===== src/hw/rtl/mmfs_pkg.sv =====
// ----------------------------------------------------------------------------
// mmfs_pkg
// Shared types and constants of the min-max feature scaler.
// ----------------------------------------------------------------------------
package mmfs_pkg;

  localparam int unsigned NUM_ATTRIBUTES_DEF = 256;

  localparam int unsigned ATTR_W   = 8;
  localparam int unsigned SAMPLE_W = 32;
  localparam int unsigned SCALED_W = 18;
  localparam int unsigned QUOT_W   = 17;   // quotient bits of (d << 17) / range

  localparam int unsigned S_TDATA_W = 40;  // attribute + sample_value
  localparam int unsigned M_TDATA_W = 32;  // scaled_value + attribute_out, padded

  // table reset values
  localparam logic [SAMPLE_W-1:0] MIN_RESET = 32'h7FFF_FFFF;
  localparam logic [SAMPLE_W-1:0] MAX_RESET = 32'h0000_0000;

  // Q1.16 results
  localparam logic signed [SCALED_W-1:0] Q_POS_ONE = 18'sd65536;
  localparam logic signed [SCALED_W-1:0] Q_NEG_ONE = -18'sd65536;
  localparam logic signed [SCALED_W-1:0] Q_ZERO    = 18'sd0;

  // request kinds
  localparam logic MODE_OBSERVE = 1'b0;
  localparam logic MODE_SCALE   = 1'b1;

  typedef enum logic [2:0] {
    ST_CLEAR,
    ST_IDLE,
    ST_READ,
    ST_PREP,
    ST_DIV,
    ST_OUT
  } state_t;

endpackage


===== src/hw/rtl/mmfs_div.sv =====
// ----------------------------------------------------------------------------
// mmfs_div
// Restoring divider, one quotient bit per cycle: (dividend << QUOT_W) / divisor.
// Requires dividend < divisor.
// ----------------------------------------------------------------------------
module mmfs_div (
  input  logic                               clk,
  input  logic                               rst,
  input  logic                               start,
  input  logic [mmfs_pkg::SAMPLE_W-1:0]      dividend,
  input  logic [mmfs_pkg::SAMPLE_W-1:0]      divisor,
  output logic                               done,
  output logic [mmfs_pkg::QUOT_W-1:0]        quotient
);

  localparam int unsigned W   = mmfs_pkg::SAMPLE_W;
  localparam int unsigned QW  = mmfs_pkg::QUOT_W;
  localparam int unsigned CW  = $clog2(QW);

  logic          busy;
  logic [CW-1:0] cnt;
  logic [W-1:0]  rem;
  logic [W-1:0]  dvs;
  logic [W:0]    rem_sh;
  logic          fits;

  assign rem_sh = {rem, 1'b0};
  assign fits   = (rem_sh >= {1'b0, dvs});

  always_ff @(posedge clk) begin
    if (rst) begin
      busy <= 1'b0;
      done <= 1'b0;
      cnt  <= '0;
    end else begin
      done <= 1'b0;
      if (start) begin
        busy <= 1'b1;
        cnt  <= '0;
      end else if (busy) begin
        cnt <= cnt + 1'b1;
        if (cnt == CW'(QW - 1)) begin
          busy <= 1'b0;
          done <= 1'b1;
        end
      end
    end
  end

  always_ff @(posedge clk) begin
    if (start) begin
      rem      <= dividend;
      dvs      <= divisor;
      quotient <= '0;
    end else if (busy) begin
      if (fits) begin
        rem <= W'(rem_sh - {1'b0, dvs});
      end else begin
        rem <= rem_sh[W-1:0];
      end
      quotient <= {quotient[QW-2:0], fits};
    end
  end

endmodule


===== config.mk =====
export PLATFORM = sky130hd
export DESIGN_NAME = mmfs_div
export DESIGN_NICKNAME = d
export VERILOG_FILES = /design/src/hw/rtl/mmfs_pkg.sv /design/src/hw/rtl/mmfs_div.sv
export SDC_FILE = /design/constraint.sdc
export NUM_CORES = 1
export LEC_CHECK = 0
export ABC_CLOCK_PERIOD_IN_PS = 5700
export BUFFER_PORTS_ARGS = -buffer_cell sky130_fd_sc_hd__buf_2
export CAP_MARGIN = 0
export CORE_UTILIZATION = 62
export DETAILED_ROUTE_END_ITERATION = 16
export PLACE_DENSITY = 0.86
export REMOVE_ABC_BUFFERS = 1
export SLEW_MARGIN = 20
export SYNTH_ARGS = -nofsm -noshare
export SYNTH_HDL_FRONTEND = slang
export SYNTH_SLANG_ARGS = --single-unit

===== constraint.sdc =====
create_clock -name clk -period 5.7 [get_ports clk]
set_clock_uncertainty 0.15 [all_clocks]
set_input_delay 0.285 -clock clk [delete_from_list [all_inputs] [get_ports clk]]
set_output_delay 0.285 -clock clk [all_outputs]
set_load 0.01 [all_outputs]

# Word level (Yosys, flattened, before mapping)
# Cells that the tools add are included.
# op_classes
n_reduce_logical	3
n_bitwise	1
n_eq_ne	1
magnitude_cmp	1
addsub	2
n_mux	7
# op_table
op	n
$mux W32	3
$ge A33 B32 Y1	1
$sub A32 B32 Y32	1
$add A5 B1 Y5 const B	1
$eq A5 B5 Y1 const B	1
$mux W1	4
$reduce_or A3 Y1	1
$reduce_bool A2 Y1	1
$reduce_or A2 Y1	1
$not A1 Y1	1
# word_totals
input_bits	67
elab_cells	21
register_bits	88

# Depth between registers and ports, before layout
# depth
word_depth	4
depth_mapped	13
ltp_nobuf	10

# Least setup slack after synthesis
# No wires, ideal clock.
# synth_timing
path_kind	register to register
from	reg rem[0]
to	reg rem[31], data pin
t_arrival_ns	2.467
n_path_buf	0
path_stages_with_launch	10
synth_period_minus_slack_ns	2.883
t_required_ns	5.284
slack_ns	2.817
path_cell_list	edfxtp_1 ha_1 nor2b_1 o211ai_1 a311oi_4 nor4_2 or4_4 a21oi_2 nor4_1 or3b_1
# synth_via
elab_chain_cells	4
word_cells_on_any_way	5
# synth_rtl
item	line_no	source
start: declaration	mmfs_div.sv:22	logic [W-1:0] rem;
start signal: assignment	mmfs_div.sv:52	rem <= dividend;
start signal: assignment	mmfs_div.sv:57	rem <= W'(rem_sh - {1'b0, dvs});
start signal: assignment	mmfs_div.sv:59	rem <= rem_sh[W-1:0];
$sub A32 B32 Y32 or $ge A33 B32 Y1 (tied branches)	mmfs_div.sv:57, mmfs_div.sv:28	
$mux W32 (*)	mmfs_div.sv:56	if (fits) begin
$mux W32 (*)	mmfs_div.sv:55	end else if (busy) begin
$mux W32 (*)	mmfs_div.sv:51	if (start) begin
# Every way passes the cells marked *; elsewhere a longest branch is shown, timed or not. The select of a mux whose other input is x is not followed.
# A chain may end at the register's enable or synchronous reset.

# Worst setup path in the final report
# layout_timing
from	reg rem[20]
to	reg rem[20], data pin
# layout_via
elab_chain_cells	4
# layout_rtl
item	line_no	source
$ge A33 B32 Y1	mmfs_div.sv:28	assign fits = (rem_sh >= {1'b0, dvs});
$mux W32	mmfs_div.sv:56	
$mux W32	mmfs_div.sv:55	
$mux W32	mmfs_div.sv:51	
# No other way between the ends. The select of a mux whose other input is x is not followed.

==> run metrics <==
predominant post-synthesis flop cell edfxtp_1; critical path's slowest cell and2_4; minimum clock period 3.48 ns; vias in the first global route 4695; Setup Viol. Count Final 0; fillers 625; Max Slew Vio Count 0; Fmax 288 MHz; Synth Register Bits 88; clk root buf clkbuf_8; CTS Buf Count 9; status finished, final reports clean; Vias 4782; mux share of post-synthesis cell area 6.46%; Die H 96.9 microns; post-synthesis simple-gate area fraction 15.5%; Worst Reg-to-Reg Cells 9; Lkg Pwr 2.93 nW; CP max FO 28; most instantiated cells after synthesis edfxtp_1 (64), nand2_1 (60), nor2_1 (50), inv_1 (43), mux2i_1 (36); Synth async-reset ratio 0%; hold wc startpoint dividend[8]; main combinational cell family by area after synthesis compound AO/OA/AOI/OAI gates; Post-CTS Setup Inserts 0; cell with the most instances after synthesis edfxtp_1; initial DRC count 271; reg2reg end rem[20]; Yosys top cell by area edfxtp_1; HPWL after detailed placement 9380 microns; R2R Path Start rem[20]; Synth warnings 0; xor/xnor share of the synthesized area 3.77%; # diodes 0; die area 0.00939 sq mm; Rows 34; DRT Pass-1 Iters 5; largest net degree at the start of global routing 68; Hold Worst Slack 0.0400 ns; Gate Count Post-Synth 580; count of cell types in the netlist 70; CTS clk-pin slew, worst paths 0.10 ns; Worst Setup End Kind flop; Hold EP rem[8]; Worst Hold Depth 3; Seq/Total Area, Yosys 43.0%; Routed WL 13400 microns; routability cong. 0.948; I/O Buffers 84; mean routed wirelength per cell 16.8 microns; RSZ-0062 raised after global routing false; grt total ovfl 0; Top delay family on crit path simple AND/OR/NAND/NOR gates; CP required 5.65 ns; CP Data Arrival Time 3.42 ns; antenna viol nets, final 0; max-cap violations 0; Crit path largest cell delay 0.51 ns; WP buf/inv 0; Post-Syn Area 0.00558 sq mm; Die Wd 96.9 microns; # clock sinks 88; layout cells sized above 1 17.5%; Initial Util 64.0%; share of the synthesized area in the top cell type 34.4%; initial antenna violation count 0; clock latency at the later pin of the worst-skew pair 0.37 ns; IO Count 85; CTS tree yes; syn_area_per_cell 9.62 sq um; CTS Buffer Depth 2; net count of the finished layout 787; GRT Util Overall 28.6%; cell chain of the critical path ha_1 > and2_1 > nand2_1 > nor4_1 > a311oi_2 > o211ai_4 > and2_4 > mux2i_1 > o21ai_1; final setup TNS 0 ns; first-pass GRT wire length 21800 microns; Setup crit start rem[20]; Worst R2R Setup Slack 2.22 ns; area delta synth->final 17.2%; path type of the worst min-delay path primary input to flop; Synth Area in Compound Gates 17.9%; Synth Area in Adders 7.98%; Post-synth EDFFs 64; Rel. slew slack 41.8%; kind of critical path flop to flop; via density per instance 5.99; H-tree depth 3; area of the core 0.00872 sq mm; worst slew pin tran 0.873 ns; endpoints failing hold 0; Synth area leaders edfxtp_1 (34%), dfxtp_1 (8.6%), ha_1 (7.6%), mux2i_1 (6.5%), nand2_1 (4.0%); peak supply drop 0.259 mV; Power Density 405 mW/mm^2; residual DRC count 0; final period utilization 61.0%; nature of the critical path startpoint flop
[registers in the layout (all words and copies together), names as in the netlist]
name      cells
cnt           5
rem          32
quotient     17
dvs          32
busy          1
done          1
[worst max-delay path by stage]
stage	to	slack [ns]	cells past startpoint
floorplan	rem[31]	2.72	9
global placement	rem[31]	2.46	9
detailed placement	rem[31]	2.33	9
CTS	rem[31]	2.33	9
global route	rem[20]	2.08	9
finish	rem[20]	2.22	9
[repair_timing]
action | 4_1_cts | 5_1_grt
hold endpoints to repair | 33 | 0
gates resized for setup | 0 | 0
hold buffers | 33 | 0
[routing by layer]
metal	global-route usage, %	part of all wire, %
met1	37.0	44
met2	49.2	49
met3	4.70	5.6
met4	8.50	2.0
met5	0	0
[logic make-up after synthesis]
group / Yosys count
XOR/XNOR: 24
buffers and inverters: 68
AND/OR/NAND/NOR: 181
AO/OA/AOI/OAI: 148
multiplexers: 36
adder cells (fa/ha/maj): 35
flip-flops: 88
[layout by cell type, fill, tap and decap left out, types with 8 or more instances in the layout]
cell type / instances
o21ai_1: 24
a21o_1: 17
dlygate4sd3_1: 33
nand2_1: 60
a31oi_1: 8
edfxtp_1: 64
nand4_1: 10
inv_1: 43
clkbuf_8: 9
xor2_1: 13
a21oi_1: 30
buf_2: 83
nor2_1: 50
ha_1: 34
xnor2_1: 11
o21ai_0: 22
nor3_1: 11
mux2i_1: 36
dfxtp_1: 23
nand3_1: 14
[metrics by stage]
step | worst slack (ns) | utilization, % | std cells | cell area [sq um] | total power [mW]
after floorplan | 2.72 | - | 555 | 5450 | 1.86
after global placement | 2.46 | 69.0 | 749 | 6020 | 2.14
after detailed placement | 2.33 | 69.0 | 749 | 6020 | 2.18
after CTS | 2.33 | 75.0 | 798 | 6540 | 2.63
after global routing | 2.08 | 75.0 | 798 | 6540 | 2.80
final | 2.22 | 75.0 | 798 | 6540 | 2.65
[area by class of cell]
class	count	area (sq um)	area share, %
clock inverters	7	66.3	1.01
flip-flops and latches	88	2400	36.8
multi-input cells	424	2880	44.1
well taps	108	135	2.07
repair buffers	119	768	11.7
inverters	43	161	2.47
clock buffers	9	124	1.89
[power breakdown]
part	switching [mW]	total [mW]	leakage, nW	internal (mW)
registers	0.0576	0.878	0.832	0.820
logic	0.796	1.33	2.00	0.535
clock network	0.264	0.437	0.101	0.173
[worst min-delay path, delay by kind of cell]
family / cells / cell delay, ns
buf+inv: 1 / 0.07
simple gates: 1 / 0.04
compound gates: 1 / 0.06
No activity file was read; power rests on OpenSTA's default activity.
